<file path="src/design/job_fetch_broker_selector_core_macros.svh">
// Assertion macros for the job fetch broker selector.
`ifndef JOB_FETCH_BROKER_SELECTOR_CORE_MACROS_SVH
`define JOB_FETCH_BROKER_SELECTOR_CORE_MACROS_SVH

`ifndef SYNTHESIS

// Checks a property at every clock edge outside reset.
`define JFBS_ASSERT(lbl, clk, rst, prop) \
   lbl: assert property (@(posedge clk) disable iff (rst) (prop)) \
      else $error("assertion failed");

// Checks that a condition implies another in the same cycle.
`define JFBS_ASSERT_IMPL(lbl, clk, rst, cond, expr) \
   lbl: assert property (@(posedge clk) disable iff (rst) (cond) |-> (expr)) \
      else $error("assertion failed");

`else

`define JFBS_ASSERT(lbl, clk, rst, prop)
`define JFBS_ASSERT_IMPL(lbl, clk, rst, cond, expr)

`endif

`endif

</file>
<file path="src/design/jfbs_pkg.sv">
// Package with the types, codes and sizes of the job fetch broker selector.
`timescale 1ns / 1ps
`default_nettype none

package jfbs_pkg;

   // Table size and derived widths.
   localparam int NUM_BROKERS = 16;
   localparam int ADDR_W      = (NUM_BROKERS > 1) ? $clog2(NUM_BROKERS) : 1;
   localparam int CNT_W       = $clog2(NUM_BROKERS + 1) + 1;
   localparam int BIDX_W      = 4;
   localparam int PRIO_W      = 32;
   localparam int QUEUE_W     = 31;
   localparam int KEY_W       = PRIO_W + QUEUE_W;
   localparam int TICK_W      = 16;
   localparam logic [TICK_W-1:0] RETRY_RESET = 16'd30000;

   // Input event codes.
   typedef enum logic [2:0] {
      OP_ANNOUNCE  = 3'd0,
      OP_REPLY_JOB = 3'd1,
      OP_REPLY_NO  = 3'd2,
      OP_REQUEST   = 3'd3,
      OP_DONE      = 3'd4,
      OP_TICK      = 3'd5
   } op_type;

   // Result action codes.
   typedef enum logic [2:0] {
      ACT_NONE    = 3'd0,
      ACT_GET_JOB = 3'd1,
      ACT_DELIVER = 3'd2,
      ACT_RESULT  = 3'd3,
      ACT_IGNORED = 3'd4
   } action_type;

   // Fetcher state as reported on the result channel.
   typedef enum logic [1:0] {
      FETCH_IDLE = 2'd0,
      FETCH_WAIT = 2'd1,
      FETCH_TRY  = 2'd2,
      FETCH_PROC = 2'd3
   } fetch_type;

   // Sequencer state of the top level.
   typedef enum logic [1:0] {
      CTL_READY,
      CTL_SCAN
   } ctl_type;

   // Table write request.
   typedef struct packed {
      logic              en;
      logic [ADDR_W-1:0] addr;
      logic [PRIO_W-1:0] prio;
      logic [QUEUE_W-1:0] queue;
   } tbl_wr_type;

   // Table valid-bit clear request.
   typedef struct packed {
      logic              en;
      logic [ADDR_W-1:0] addr;
   } tbl_clr_type;

   // Registered table read data.
   typedef struct packed {
      logic               valid;
      logic [PRIO_W-1:0]  prio;
      logic [QUEUE_W-1:0] queue;
   } tbl_rd_type;

   // Scan status toward the top level.
   typedef struct packed {
      logic              done;
      logic              found;
      logic [ADDR_W-1:0] best;
   } scan_stat_type;

endpackage

`default_nettype wire

</file>
<file path="src/design/jfbs_table.sv">
// Broker table: priority and queue memory with one read port, plus valid bits.
`timescale 1ns / 1ps
`default_nettype none

module jfbs_table
   import jfbs_pkg::*;
(
   input  wire logic              clock,
   input  wire logic              reset,
   input  wire tbl_wr_type        wr,
   input  wire tbl_clr_type       clr,
   input  wire logic              rd_en,
   input  wire logic [ADDR_W-1:0] rd_addr,
   output tbl_rd_type             rd_data
);

   typedef struct packed {
      logic [PRIO_W-1:0]  prio;
      logic [QUEUE_W-1:0] queue;
   } entry_type;

   entry_type  mem [NUM_BROKERS];
   logic [NUM_BROKERS-1:0] valid_ff;
   logic [NUM_BROKERS-1:0] valid_in;
   tbl_rd_type rd_ff;

   // Memory write and registered read.
   always_ff @(posedge clock) begin
      if (wr.en) begin
         mem[wr.addr] <= '{prio: wr.prio, queue: wr.queue};
      end
      if (rd_en) begin
         rd_ff.prio  <= mem[rd_addr].prio;
         rd_ff.queue <= mem[rd_addr].queue;
         rd_ff.valid <= valid_ff[rd_addr];
      end
   end

   // Valid bits are set by a write and cleared by a clear request.
   always_comb begin
      valid_in = valid_ff;
      if (wr.en) begin
         valid_in[wr.addr] = 1'b1;
      end
      if (clr.en) begin
         valid_in[clr.addr] = 1'b0;
      end
   end

   always_ff @(posedge clock) begin
      if (reset) begin
         valid_ff <= '0;
      end else begin
         valid_ff <= valid_in;
      end
   end

   assign rd_data = rd_ff;

endmodule

`default_nettype wire

</file>
<file path="src/design/jfbs_scan.sv">
// Best-broker scan: reads one table entry per cycle and keeps the best so far.
`timescale 1ns / 1ps
`default_nettype none

module jfbs_scan
   import jfbs_pkg::*;
(
   input  wire logic              clock,
   input  wire logic              reset,
   input  wire logic              start,
   input  wire tbl_rd_type        rd_data,
   output logic                   rd_en,
   output logic [ADDR_W-1:0]      rd_addr,
   output scan_stat_type          stat
);

   localparam logic [ADDR_W-1:0] LAST_ADDR = ADDR_W'(NUM_BROKERS - 1);

   logic              issue_ff, issue_in;
   logic [ADDR_W-1:0] addr_ff, addr_in;
   logic              cmp_ff, cmp_in;
   logic              cmp_last_ff, cmp_last_in;
   logic [ADDR_W-1:0] cmp_idx_ff, cmp_idx_in;
   logic              found_ff, found_in;
   logic [ADDR_W-1:0] best_ff, best_in;
   logic [KEY_W-1:0]  key_ff, key_in;
   logic              done_ff, done_in;
   logic [KEY_W-1:0]  cand;

   // Priority is made unsigned by flipping its sign bit; queue length breaks ties.
   assign cand = {~rd_data.prio[PRIO_W-1], rd_data.prio[PRIO_W-2:0], rd_data.queue};

   always_comb begin
      issue_in    = issue_ff;
      addr_in     = addr_ff;
      cmp_in      = 1'b0;
      cmp_last_in = 1'b0;
      cmp_idx_in  = addr_ff;
      found_in    = found_ff;
      best_in     = best_ff;
      key_in      = key_ff;
      done_in     = done_ff;

      // Read issue: one address per cycle.
      if (issue_ff) begin
         cmp_in      = 1'b1;
         cmp_last_in = (addr_ff == LAST_ADDR);
         if (addr_ff == LAST_ADDR) begin
            issue_in = 1'b0;
         end else begin
            addr_in = addr_ff + 1'b1;
         end
      end

      // Compare the entry read in the previous cycle; a strict compare keeps
      // the lowest index among equals.
      if (cmp_ff) begin
         if (rd_data.valid && (!found_ff || (cand > key_ff))) begin
            found_in = 1'b1;
            best_in  = cmp_idx_ff;
            key_in   = cand;
         end
         if (cmp_last_ff) begin
            done_in = 1'b1;
         end
      end

      // A new scan clears the running result.
      if (start) begin
         issue_in = 1'b1;
         addr_in  = '0;
         found_in = 1'b0;
         done_in  = 1'b0;
      end
   end

   always_ff @(posedge clock) begin
      if (reset) begin
         issue_ff    <= 1'b0;
         cmp_ff      <= 1'b0;
         cmp_last_ff <= 1'b0;
         found_ff    <= 1'b0;
         done_ff     <= 1'b0;
      end else begin
         issue_ff    <= issue_in;
         cmp_ff      <= cmp_in;
         cmp_last_ff <= cmp_last_in;
         found_ff    <= found_in;
         done_ff     <= done_in;
      end
   end

   always_ff @(posedge clock) begin
      addr_ff    <= addr_in;
      cmp_idx_ff <= cmp_idx_in;
      best_ff    <= best_in;
      key_ff     <= key_in;
   end

   assign rd_en      = issue_ff;
   assign rd_addr    = addr_ff;
   assign stat.done  = done_ff;
   assign stat.found = found_ff;
   assign stat.best  = best_ff;

endmodule

`default_nettype wire

</file>
<file path="src/design/job_fetch_broker_selector_core.sv">
// Top level of the job fetch broker selector: event sequencer and result register.
//
// Usage: events enter on the req_ channel (op, broker_index, top_priority,
// queue_len) and are accepted when req_valid is high and req_stall is low.
// Every event yields exactly one result on the rsp_ channel (action,
// target_broker, fetch_state), held in an output register until a transfer
// with rsp_stall low. The retry timeout is written on the csr_ channel, which
// is always ready; write it only while no event is in flight.
// An event that needs no broker selection gives its result in the cycle after
// acceptance and the next event may follow in that cycle. An event that
// selects a broker scans the table one entry per cycle through the memory's
// single read port; the address, table read and done registers lie between
// acceptance and the result register, and req_stall stays high meanwhile.
// When the receiver stalls, the result register holds its value and a new
// event is taken only once the register is free or drains in that cycle.
// Reset clears all valid bits at once, sets the state to idle and loads the
// timeout with 30000; no clearing pass is needed.
`timescale 1ns / 1ps
`default_nettype none
`include "job_fetch_broker_selector_core_macros.svh"

module job_fetch_broker_selector_core
   import jfbs_pkg::*;
(
   input  wire logic                     clock,
   input  wire logic                     reset,
   input  wire logic                     req_valid,
   output logic                          req_stall,
   input  wire logic [2:0]               req_op,
   input  wire logic [BIDX_W-1:0]        req_broker_index,
   input  wire logic signed [PRIO_W-1:0] req_top_priority,
   input  wire logic [QUEUE_W-1:0]       req_queue_len,
   output logic                          rsp_valid,
   input  wire logic                     rsp_stall,
   output logic [2:0]                    rsp_action,
   output logic [BIDX_W-1:0]             rsp_target_broker,
   output logic [1:0]                    rsp_fetch_state,
   input  wire logic                     csr_valid,
   output logic                          csr_ready,
   input  wire logic [TICK_W-1:0]        csr_data
);

   ctl_type           ctl_ff, ctl_in;
   fetch_type         fsm_ff, fsm_in;
   logic [BIDX_W-1:0] chosen_ff, chosen_in;
   logic              chosen_valid_ff, chosen_valid_in;
   logic [TICK_W-1:0] countdown_ff, countdown_in;
   logic [TICK_W-1:0] timeout_ff;

   logic              rsp_valid_ff, rsp_valid_in;
   action_type        rsp_action_ff, rsp_action_in;
   logic [BIDX_W-1:0] rsp_target_ff, rsp_target_in;
   fetch_type         rsp_state_ff, rsp_state_in;

   logic              accept;
   logic              out_free;
   logic              in_range;
   logic              scan_start;
   logic              out_load;
   tbl_wr_type        tbl_wr;
   tbl_clr_type       tbl_clr;
   tbl_rd_type        tbl_rd;
   logic              rd_en;
   logic [ADDR_W-1:0] rd_addr;
   scan_stat_type     scan_stat;
   op_type            op;

   assign op       = op_type'(req_op);
   assign out_free = !rsp_valid_ff || !rsp_stall;
   assign accept   = req_valid && !req_stall;
   assign in_range = (CNT_W'(req_broker_index) < CNT_W'(NUM_BROKERS));

   jfbs_table u_table (
      .clock   (clock),
      .reset   (reset),
      .wr      (tbl_wr),
      .clr     (tbl_clr),
      .rd_en   (rd_en),
      .rd_addr (rd_addr),
      .rd_data (tbl_rd)
   );

   jfbs_scan u_scan (
      .clock   (clock),
      .reset   (reset),
      .start   (scan_start),
      .rd_data (tbl_rd),
      .rd_en   (rd_en),
      .rd_addr (rd_addr),
      .stat    (scan_stat)
   );

   // Timeout register written by a configuration transfer.
   assign csr_ready = 1'b1;

   always_ff @(posedge clock) begin
      if (reset) begin
         timeout_ff <= RETRY_RESET;
      end else if (csr_valid && csr_ready) begin
         timeout_ff <= csr_data;
      end
   end

   // Sequencer next state.
   always_comb begin
      ctl_in = ctl_ff;
      unique case (ctl_ff)
         CTL_READY: begin
            if (scan_start) begin
               ctl_in = CTL_SCAN;
            end
         end
         CTL_SCAN: begin
            if (scan_stat.done && out_free) begin
               ctl_in = CTL_READY;
            end
         end
         default: ctl_in = CTL_READY;
      endcase
   end

   // Event handling, table updates and result selection.
   always_comb begin
      fsm_in          = fsm_ff;
      chosen_in       = chosen_ff;
      chosen_valid_in = chosen_valid_ff;
      countdown_in    = countdown_ff;
      rsp_action_in   = ACT_NONE;
      rsp_target_in   = '0;
      rsp_state_in    = fsm_ff;
      scan_start      = 1'b0;
      out_load        = 1'b0;
      tbl_wr.en       = 1'b0;
      tbl_wr.addr     = ADDR_W'(req_broker_index);
      tbl_wr.prio     = req_top_priority;
      tbl_wr.queue    = req_queue_len;
      tbl_clr.en      = 1'b0;
      tbl_clr.addr    = ADDR_W'(req_broker_index);
      req_stall       = (ctl_ff != CTL_READY) || !out_free;

      unique case (ctl_ff)
         CTL_READY: begin
            if (accept) begin
               out_load = 1'b1;
               unique case (op)
                  OP_ANNOUNCE: begin
                     tbl_wr.en  = in_range;
                     scan_start = (fsm_ff == FETCH_WAIT);
                  end
                  OP_REPLY_JOB: begin
                     rsp_target_in = req_broker_index;
                     if (fsm_ff == FETCH_TRY && chosen_valid_ff &&
                         chosen_ff == req_broker_index) begin
                        rsp_action_in = ACT_DELIVER;
                        fsm_in        = FETCH_PROC;
                     end else begin
                        rsp_action_in = ACT_IGNORED;
                     end
                  end
                  OP_REPLY_NO: begin
                     tbl_clr.en = in_range;
                     scan_start = (fsm_ff == FETCH_TRY);
                  end
                  OP_REQUEST: begin
                     scan_start = (fsm_ff == FETCH_IDLE);
                  end
                  OP_DONE: begin
                     if (fsm_ff == FETCH_PROC && chosen_valid_ff) begin
                        rsp_action_in   = ACT_RESULT;
                        rsp_target_in   = chosen_ff;
                        chosen_valid_in = 1'b0;
                        fsm_in          = FETCH_IDLE;
                     end
                  end
                  OP_TICK: begin
                     if (fsm_ff == FETCH_TRY) begin
                        if (countdown_ff <= TICK_W'(1)) begin
                           // Timed out: drop the chosen broker and try again.
                           tbl_clr.en   = chosen_valid_ff;
                           tbl_clr.addr = ADDR_W'(chosen_ff);
                           scan_start   = 1'b1;
                        end else begin
                           countdown_in = countdown_ff - 1'b1;
                        end
                     end
                  end
                  default: begin
                  end
               endcase
               // A selecting event reports only at the end of its scan.
               if (scan_start) begin
                  out_load = 1'b0;
               end
               rsp_state_in = fsm_in;
            end
         end
         CTL_SCAN: begin
            if (scan_stat.done && out_free) begin
               out_load = 1'b1;
               if (scan_stat.found) begin
                  chosen_in       = BIDX_W'(scan_stat.best);
                  chosen_valid_in = 1'b1;
                  fsm_in          = FETCH_TRY;
                  countdown_in    = timeout_ff;
                  rsp_action_in   = ACT_GET_JOB;
                  rsp_target_in   = BIDX_W'(scan_stat.best);
               end else begin
                  chosen_valid_in = 1'b0;
                  fsm_in          = FETCH_WAIT;
               end
               rsp_state_in = fsm_in;
            end
         end
         default: begin
         end
      endcase

      rsp_valid_in = out_load || (rsp_valid_ff && rsp_stall);
   end

   // Control registers.
   always_ff @(posedge clock) begin
      if (reset) begin
         ctl_ff          <= CTL_READY;
         fsm_ff          <= FETCH_IDLE;
         chosen_ff       <= '0;
         chosen_valid_ff <= 1'b0;
         countdown_ff    <= '0;
         rsp_valid_ff    <= 1'b0;
      end else begin
         ctl_ff          <= ctl_in;
         fsm_ff          <= fsm_in;
         chosen_ff       <= chosen_in;
         chosen_valid_ff <= chosen_valid_in;
         countdown_ff    <= countdown_in;
         rsp_valid_ff    <= rsp_valid_in;
      end
   end

   // Result payload register.
   always_ff @(posedge clock) begin
      if (out_load) begin
         rsp_action_ff <= rsp_action_in;
         rsp_target_ff <= rsp_target_in;
         rsp_state_ff  <= rsp_state_in;
      end
   end

   assign rsp_valid         = rsp_valid_ff;
   assign rsp_action        = rsp_action_ff;
   assign rsp_target_broker = rsp_target_ff;
   assign rsp_fetch_state   = rsp_state_ff;

   // A broker is chosen exactly while the fetcher is trying or processing.
   `JFBS_ASSERT(a_chosen_state, clock, reset, chosen_valid_ff == ((fsm_ff == FETCH_TRY) || (fsm_ff == FETCH_PROC)))
   // A get-job result always reports the trying state.
   `JFBS_ASSERT_IMPL(a_get_job_try, clock, reset, rsp_valid_ff && (rsp_action_ff == ACT_GET_JOB), rsp_state_ff == FETCH_TRY)
   // No event is taken while a scan is in progress.
   `JFBS_ASSERT_IMPL(a_scan_stall, clock, reset, ctl_ff == CTL_SCAN, req_stall)

endmodule

`default_nettype wire
</file>
<file path="config.mk">
export PLATFORM = sky130hd
export DESIGN_NAME = job_fetch_broker_selector_core
export DESIGN_NICKNAME = d
export VERILOG_FILES = /design/src/design/jfbs_pkg.sv /design/src/design/jfbs_table.sv /design/src/design/jfbs_scan.sv /design/src/design/job_fetch_broker_selector_core.sv
export VERILOG_INCLUDE_DIRS = /design/src /design/src/design
export SDC_FILE = /design/constraint.sdc
export NUM_CORES = 1
export LEC_CHECK = 0
export BUFFER_PORTS_ARGS = -buffer_cell sky130_fd_sc_hd__buf_4
export CORE_MARGIN = 1.5
export CORE_UTILIZATION = 40
export DETAILED_ROUTE_END_ITERATION = 8
export REMOVE_ABC_BUFFERS = 1
export SLEW_MARGIN = 25
export SYNTH_ARGS = -nofsm -noshare
export SYNTH_HDL_FRONTEND = slang
export SYNTH_SLANG_ARGS = --single-unit
</file>
<file path="constraint.sdc">
create_clock -name clock -period 7.4 [get_ports clock]
set_input_delay 1.85 -clock clock [delete_from_list [all_inputs] [get_ports clock]]
set_output_delay 1.85 -clock clock [all_outputs]
set_load 0.05 [all_outputs]
</file>
### After elaboration in Yosys (flattened, before gate mapping)

Memories as Yosys holds them, arrays and structs flattened. A register that Yosys moved wholly into a read port is not among the register bits.
Index checks and enable logic that the tools add are counted.

* bitwise logic cells: 6
* mux-type cells: 70
* order comparisons: 7
* equal/unequal tests: 20
* $add $sub $neg: 2
* reduce and logical (&&, ||, !) cells: 32

Operator list (number)
* $mux 16: 8
* $gt 63x63->1: 1
* $pmux 16 s2: 1
* $mux 1: 28
* $mux 4: 5
* $mux 5: 4
* $and 16x16->16: 1
* $le 16x1->1 const B: 1
* $mux 2: 8
* $not 16->16: 1
* $or 16x16->16: 1
* $pmux 4 s2: 2
* $sub 16x1->16 const B: 1
* $lt 4x5->1 const B: 3
* $ne 2x2->1 const B: 6
* $pmux 2 s2: 3
* $pmux 3 s2: 2
* $logic_and 1x1->1: 9
* $demux 1 s4: 2
* $ge 4x1->1 const B: 2
* $reduce_and 2->1: 4
* $reduce_and 7->1: 1
* $eq 3x2->1 const B: 2
* $eq 3x3->1 const B: 2
* other kinds (20): 39

* bits of input ports: 91
* RAM bits: 1008
* bits in registers: 148
* output and inout bits: 12
* memories: 1

Memories
* u_table.mem: words 16, width 63, read ports 1, clocked after Yosys merged registers in 1, write ports 1, RTL line jfbs_table.sv:22 `entry_type mem [NUM_BROKERS];`

### Logic depth before layout (Yosys ltp)

Gate-level depths: netlist (run 1).

* depth after elaboration: 15
* depth in mapped cells: 9
* depth with buffers taken out: 8

### Hierarchy

Synthesis (run 1) repeated with hierarchy kept, for this count alone.

* cells, all modules: 2330
* area total of the unflattened synthesis: 46988.8 sq um

By module, submodules not included
* jfbs_table: cells an instance 1692, instances 1, area an instance 40322.4 sq um, seq. area each 32511.2 sq um
* jfbs_scan: cells an instance 329, instances 1, area an instance 4015.1 sq um, seq. area each 2272.2 sq um
* job_fetch_broker_selector_core: cells an instance 309, instances 1, area an instance 2651.3 sq um, seq. area each 1091.0 sq um

### Worst setup path after synthesis (run 1)

OpenSTA, ideal clock, no wires.

* path kind: input port to flip-flop
* start: in rsp_stall
* end: mem u_table.mem[8][0] (netlist name), enable pin
* arrival: 7.152 ns
* stages: 6
* setup slack: -0.314 ns
* buffers on the path: 1
* cell sequence: a21oi_1 > and2_1 > buf_2 > nand3b_1 > or2_2 > nor3_1

* word-level cells in the longest chain between the ends: 10

RTL lines
* start: declaration: RTL line job_fetch_broker_selector_core.sv:34 `input wire logic rsp_stall,`
* $logic_not 1->1: RTL line job_fetch_broker_selector_core.sv:69 `assign out_free = !rsp_valid_ff || !rsp_stall;`
* $logic_or 1x1->1: RTL line job_fetch_broker_selector_core.sv:69
* $logic_not 1->1: RTL line job_fetch_broker_selector_core.sv:139 `req_stall = (ctl_ff != CTL_READY) || !out_free;`
* $logic_or 1x1->1: RTL line job_fetch_broker_selector_core.sv:139
* $logic_not 1->1: RTL line job_fetch_broker_selector_core.sv:70 `assign accept = req_valid && !req_stall;`
* $logic_and 1x1->1: RTL line job_fetch_broker_selector_core.sv:70
* $mux 1: RTL line job_fetch_broker_selector_core.sv:143 `if (accept) begin`
* $mux 1: RTL line job_fetch_broker_selector_core.sv:141 `unique case (ctl_ff)`
* $mux 1: RTL line jfbs_table.sv:29 `if (wr.en) begin`
* $mux 1 (not written as such): RTL line jfbs_table.sv:30 `mem[wr.addr] <= '{prio: wr.prio, queue: wr.queue};`
* end: declaration: RTL line jfbs_table.sv:22

Every way passes these cells.

### Worst setup path after layout (run 1)

* start: in rsp_stall
* end: mem u_table.mem[14][62] (netlist name), enable pin

The elaborated chain is that of the path after synthesis.

==> run summary, run 1 <==
Hold_buf cts = 0
Post-detail-place hpwl = 62090 µm
Area fraction of the dominant cell type after synthesis = 73.23%
Worst r2r dst = u_scan.key_ff[24]
Pwr Total = 17.07 mW
Pre-Repair DR Iteration Count = 7
Post-DR vias/cell = 5.560
Synth Register Bits = 1218
Reg2reg path depth = 8
Area contributors post-synth = edfxtp_1 73%, mux4_2 15%, dfxtp_1 3.0%, ha_1 1.8%, a21oi_1 0.67%
Drt total wl = 104900 µm
GRT Util Overall = 17.57%
Crit path launch type = primary input
Number of synthesized flops with an enable pin = 1148
Die W = 346.1 µm
Syn Std Cell Area = 47080 µm²
Worst path arrival time = 4.93 ns
Max Slew Vio Count = 0
Clock tree root buffer cell = clkbuf_16
Final cell count without fillers = 4001
Syn_area_per_cell = 21.30 µm²
Post-CTS Setup Bufs = 0
H-tree Lvls = 3
PD cells = 317.4 nW/µm²
P&R area growth vs syn = 14.25%
Top-level port count = 103
Worst-path maximum fanout = 25
Reg clk slew, reported paths = 0.06 ns
Final core utilization = 46.16%
Async set or reset register ratio after synthesis = 0%
Outcome = finished clean
RSZ-0062 raised after global routing = no
Min Tclk post-route = 4.593 ns
Initial antenna violation count = 6
Post-CTS resize count = 0
Area leader, netlist = edfxtp_1
Worst Tran Pin Value = 1.009 ns
Clock skew = 0.02798 ns
Largest net degree at the start of global routing = 104
Vias = 22250
Nets = 2531
Bufs on Longest Clock Path = 3
DRT iter0 DRCs = 2174
Inserted Clock Buffers = 121
CTS sink cnt = 1218
Final Hold Viols = 0
Required @ worst endpoint = 7.74 ns
Chip Height = 346.1 µm
Total negative slack = 0 ns
Dpl cells = 3773
Peak supply drop = 245.8 µV
Post-synth cell types = 69
Fin Hold WS = 0.4028 ns
Worst Setup End Kind = flip-flop
R2R setup slack = 3.06 ns
FP Rows = 125
Final global-route overflow total = 0
GPL Wtd Cong = 0.8129
First-pass GRT wire length = 155800 µm
Most common cell in the netlist = edfxtp_1
Mapped Cells = 2210
# setup viols final = 0
DRC = 0
Leakage = 17.04 nW
Ys flop type = edfxtp_1
Reg2Reg Launch Point = u_table.rd_data[61]
Die area = 119800 µm²
CP startpoint = rsp_stall
Yosys warns = 0
CTS tree = built
Max_slew headroom = 32.71%
Port-buffer cells = 101
Worst-Skew Late Latency = 0.71 ns
Period utilization = 62.07%
Sequential fraction of the synthesis area = 76.20%
Fraction of layout cells with a size suffix above 1 = 27.06%
WS Path Type = in -> reg
Core area = 116500 µm²
Max-cap viol count = 0
ANT nets after route = 0
Initial Utilization = 40.40%
Top post-synthesis cells by count = 1148 x edfxtp_1, 320 x mux4_2, 75 x inv_1, 70 x dfxtp_1
Vias in the first global route = 22890
Worst Setup EP = u_table.mem[14][62]
Fillcell total = 9553
Max Freq = 0.2177 GHz
Drt wl/cell = 26.22 µm
Worst Hold Class = reg -> reg
[registers in the layout, summed over array words and instances (netlist names), 3 cells and up]
register	flops
u_table.mem	1008
u_table.rd_data	64
u_scan.key_ff	63
countdown_ff	16
timeout_ff	16
u_table.valid_ff	16
chosen_ff	4
rsp_target_broker	4
u_scan.best_ff	4
u_scan.cmp_idx_ff	4
u_scan.rd_addr	4
rsp_action	3
[kinds of logic after synthesis]
group	Yosys count	share of synthesized area, %
adder cells (fa/ha/maj)	66	1.754
AND/OR/NAND/NOR	228	2.408
other	1	0.007966
multiplexers	331	15.55
XOR/XNOR	8	0.1488
AO/OA/AOI/OAI	180	2.448
flip-flops	1218	76.20
buffers and inverters	178	1.486
[where the power goes]
group,leakage [nW],switching (mW),total (mW),internal [mW]
logic,4.25,1.58,3.25,1.67
registers,10.9,0.144,7.83,7.69
clock network,1.88,2.56,5.99,3.43
[placed cells by master (no fill, tap or decap), types with 19 or more instances in the layout]
| cell | count |
|---|---|
| clkinv_2 | 19 |
| dfxtp_1 | 65 |
| clkbuf_16 | 124 |
| mux4_2 | 320 |
| clkinv_1 | 30 |
| nor2_1 | 54 |
| inv_1 | 75 |
| edfxtp_1 | 1148 |
| clkbuf_1 | 29 |
| nand2_1 | 62 |
| buf_4 | 133 |
| a211oi_1 | 19 |
| ha_1 | 66 |
| o21ai_0 | 33 |
| a21oi_1 | 62 |
[worst min path at each step]
stage / from / end / slack, ns / depth (start not counted)
6_report: u_scan.cmp_idx_ff[2] / u_scan.best_ff[2] / 0.40 / 0
2_1_floorplan: u_scan.cmp_idx_ff[0] / u_scan.best_ff[0] / 0.39 / 0
5_1_grt: u_scan.cmp_idx_ff[3] / u_scan.best_ff[3] / 0.41 / 0
4_1_cts: u_scan.cmp_idx_ff[0] / u_scan.best_ff[0] / 0.40 / 0
3_5_place_dp: u_scan.cmp_idx_ff[0] / u_scan.best_ff[0] / 0.39 / 0
3_3_place_gp: u_scan.cmp_idx_ff[0] / u_scan.best_ff[0] / 0.39 / 0
[area by class of cell]
class / count / area, µm² / area share, %
Clock buffer: 155 / 3239 / 6.023
Antenna cell: 1 / 2.502 / 0.004653
Tap cell: 1524 / 1907 / 3.545
Sequential cell: 1218 / 35890 / 66.73
Multi-Input combinational cell: 814 / 10640 / 19.78
Timing Repair Buffer: 143 / 1179 / 2.191
Clock inverter: 70 / 641.9 / 1.193
Inverter: 76 / 285.3 / 0.5304
[worst max-delay path, cell delays in order]
cell and delay, ns:
buf_4 0.12, a21oi_1 0.24, nand2_1 0.22, nor4_1 0.62
nand3_1 0.50, nor2_4 0.86, buf_4 0.49
[metrics by stage]
stage	area, µm²	worst slack [ns]
after floorplan	46660	-4.644
after global placement	49830	2.149
after detailed placement	49840	2.151
after CTS	53720	2.904
after global routing	53780	2.664
final	53790	2.807
[per-layer routing]
| metal | vias to the layer above | share of wire, % | global-route usage [%] |
|---|---|---|---|
| li1 | 9527 | - | - |
| met1 | 11830 | 44 | 25.12 |
| met2 | 741 | 49 | 28.48 |
| met3 | 138 | 5.8 | 2.836 |
| met4 | 6 | 1.8 | 3.929 |
| met5 | - | 0.024 | 0 |
(Power assumes the default switching activity.)
==> run 2, diff against run 1 <==
--- a/config.mk
+++ b/config.mk
@@ -6,6 +6,7 @@
 export SDC_FILE = /design/constraint.sdc
 export NUM_CORES = 1
 export LEC_CHECK = 0
+export ABC_AREA = 1
 export BUFFER_PORTS_ARGS = -buffer_cell sky130_fd_sc_hd__buf_4
 export CORE_MARGIN = 1.5
 export CORE_UTILIZATION = 40
==> constraint.sdc (replaced) <==
create_clock -name clock -period 4.6 [get_ports clock]
set_input_delay 1.15 -clock clock [delete_from_list [all_inputs] [get_ports clock]]
set_output_delay 1.15 -clock clock [all_outputs]
set_load 0.05 [all_outputs]
==> run 2 against run 1 <==
Effect of this change: global-route usage increased by 1.1 points; worst setup slack got worse by 1.7 ns; critical path depth shrank 4; first-iteration DRC count grew 17%; cell count increased by 36%; synthesized cell count grew 66%; non-clock buffer count rose by 13; die area grew 2.6%; total power grew 62%; design area grew 1.9%; sequential power increased by 61%.
==> run summary, run 2 <==
Register area = 35890 µm² (unchanged)
FP Rows = 127 (+1.6%)
Multi-input logic area = 11070 µm² (+4.0%)
Commonest non-fill, non-tap cell in the layout = edfxtp_1
Syn Std Cell Area = 48290 µm² (+2.6%)
Drt wl/cell = 21.47 µm (-18%)
Number of synthesized flops with an enable pin = 1148 (unchanged)
Max Freq = 0.2883 GHz
Max-cap viol count = 0 (unchanged)
Sequential fraction of the synthesis area = 74.29% (-1.9 points)
Drt total wl = 116500 µm (+11%)
Max Slew Vio Count = 0 (unchanged)
Nets = 3870 (+53%)
DRC = 0 (unchanged)
Area contributors post-synth = edfxtp_1 71%, o21ai_0 5.8%, nor2_1 4.9%, o221ai_1 3.9%, dfxtp_1 2.9%
Largest register FFs = 1008 (unchanged)
Worst Hold Class = reg -> reg
Most frequent cells in the layout = 1148 x edfxtp_1, 620 x nor2_1, 563 x o21ai_0, 254 x nand2_1, 216 x o221ai_1
Max_slew headroom = 36.31% (+3.6 points)
Die W = 350.5 µm (+1.3%)
P&R area growth vs syn = 13.44%
GRT Util Overall = 18.70% (+1.1 points)
Pre-Repair DR Iteration Count = 5 (-2)
Area fraction of the dominant cell type after synthesis = 71.39% (-1.8 points)
N_diodes = 0 (-1)
Required @ worst endpoint = 3.45 ns (-4.29 ns)
WS Path Type = reg -> out
Yosys warns = 0 (unchanged)
Reg clk slew, reported paths = 0.06 ns (about the same)
Final core utilization = 45.72% (-0.44 points)
Most common cell in the netlist = edfxtp_1
Vias in the first global route = 27980 (+22%)
Min Tclk post-route = 3.469 ns
Final global-route overflow total = 0 (unchanged)
Initial Utilization = 40.31% (-0.098 points)
ANT nets after route = 0 (unchanged)
Initial antenna violation count = 1 (-5)
Period utilization = 75.41%
Top post-synthesis cells by count = 1148 x edfxtp_1, 636 x nor2_1, 563 x o21ai_0, 254 x nand2_1, 216 x o221ai_1
Chip Height = 350.5 µm (+1.3%)
Final Hold Viols = 0 (unchanged)
Worst-path maximum fanout = 26 (+4.0%)
First-pass GRT wire length = 175300 µm (+12%)
Worst path arrival time = 2.32 ns (-2.61 ns)
Pwr Total = 27.69 mW (+62%)
Worst-Skew Late Latency = 0.71 ns (about the same)
Async set or reset register ratio after synthesis = 0% (unchanged)
CTS tree = built
Bufs on Longest Clock Path = 3 (unchanged)
Peak supply drop = 375.6 µV (+53%)
Post-detail-place hpwl = 60930 µm (-1.9%)
Worst Setup End Kind = output pin
Die area = 122800 µm² (+2.6%)
PD cells = 505.4 nW/µm² (+59%)
Largest net degree at the start of global routing = 193 (+86%)
Port-buffer cells = 101 (unchanged)
Hold_buf cts = 0 (unchanged)
Largest Register = u_table.mem
Post-CTS Setup Bufs = 0 (unchanged)
Worst Tran Pin Value = 0.9554 ns (-0.05389 ns)
Ys flop type = edfxtp_1
Crit path launch type = flip-flop
Vias = 29440 (+32%)
Synth Register Bits = 1218 (unchanged)
Post-DR vias/cell = 5.426 (-2.4%)
Fillcell total = 10580 (+11%)
DRT iter0 DRCs = 2548 (+17%)
Mapped Cells = 3664 (+66%)
Area leader, netlist = edfxtp_1
Inserted Clock Buffers = 119 (-1.7%)
Core area = 119800 µm² (+2.8%)
Setup ws final = 1.131 ns (-1.675 ns)
CTS sink cnt = 1218 (unchanged)
Fraction of layout cells with a size suffix above 1 = 9.911% (-17 points)
Post-CTS resize count = 0 (unchanged)
Leakage = 18.23 nW (+7.0%)
GPL Wtd Cong = 0.8143 (+0.17%)
# setup viols final = 0 (unchanged)
Outcome = finished clean
Post-synth cell types = 42 (-39%)
Pre-CTS WS = 1.115 ns (-1.036 ns)
Syn_area_per_cell = 13.18 µm² (-38%)
Clock skew = 0.02730 ns (-0.0006859 ns)
H-tree Lvls = 3 (unchanged)
RSZ-0062 raised after global routing = no
Clock tree root buffer cell = clkbuf_16
Top-level port count = 103 (unchanged)
run 2: final timing paths:
check	startpoint	end	slack, ns	cells past startpoint
max	ctl_ff[0]	req_stall	1.13	3
min	u_scan.cmp_idx_ff[3]	u_scan.best_ff[3]	0.40	0
max reg2reg	ctl_ff[0]	u_table.mem[10][11]	1.38	6
min reg2reg	u_scan.cmp_idx_ff[3]	u_scan.best_ff[3]	0.40	0
run 2: cells by family after synthesis:
logic type      synth area share (%)
flops                          74.29
simple gates                   8.890
compound gates                 11.85
buf+inv                        3.068
fa+ha+maj                      1.710
xor+xnor                      0.1451
mux                          0.04146
other cells                 0.007765
run 2: where the power goes:
part	total, mW	switching, mW	internal [mW]	leakage, nW
clock	9.49	4.04	5.45	1.85
combinational	5.64	4.05	1.59	5.47
sequential	12.6	0.194	12.4	10.9
run 2: cell type report:
type	instances	area share, %
Timing Repair Buffer	156	2.640
Sequential cell	1218	65.52
Clock inverter	60	1.071
Clock buffer	162	5.883
Inverter	139	1.005
Multi-Input combinational cell	2079	20.20
Tap cell	1612	3.682
run 2: metrics by stage:
step | instance area, µm² | instances | TNS [ns] | hold WS (ns)
detailed placement | 50950 | 5203 | 0 | 0.3897
floorplan | 47330 | 3436 | -1105.44 | 0.3855
global placement | 50950 | 5203 | 0 | 0.3873
CTS | 54760 | 5425 | 0 | 0.4040
finish | 54780 | 5426 | 0 | 0.4043
global route | 54780 | 5426 | 0 | 0.4084
run 2: worst max-delay path, cell delays in order (launching register included):
cell and delay, ns:
dfxtp_1 0.89, inv_2 0.35, nand2_1 0.15, buf_4 0.20
run 2: routing by layer:
| metal | GRT usage [%] | up-vias | part of all wire, % |
|---|---|---|---|
| met1 | 26.37 | 14660 | 45 |
| met5 | 0 | - | 0 |
| met4 | 4.762 | 0 | 1.9 |
| met3 | 2.518 | 138 | 6.0 |
| li1 | - | 13730 | - |
| met2 | 30.56 | 917 | 47 |
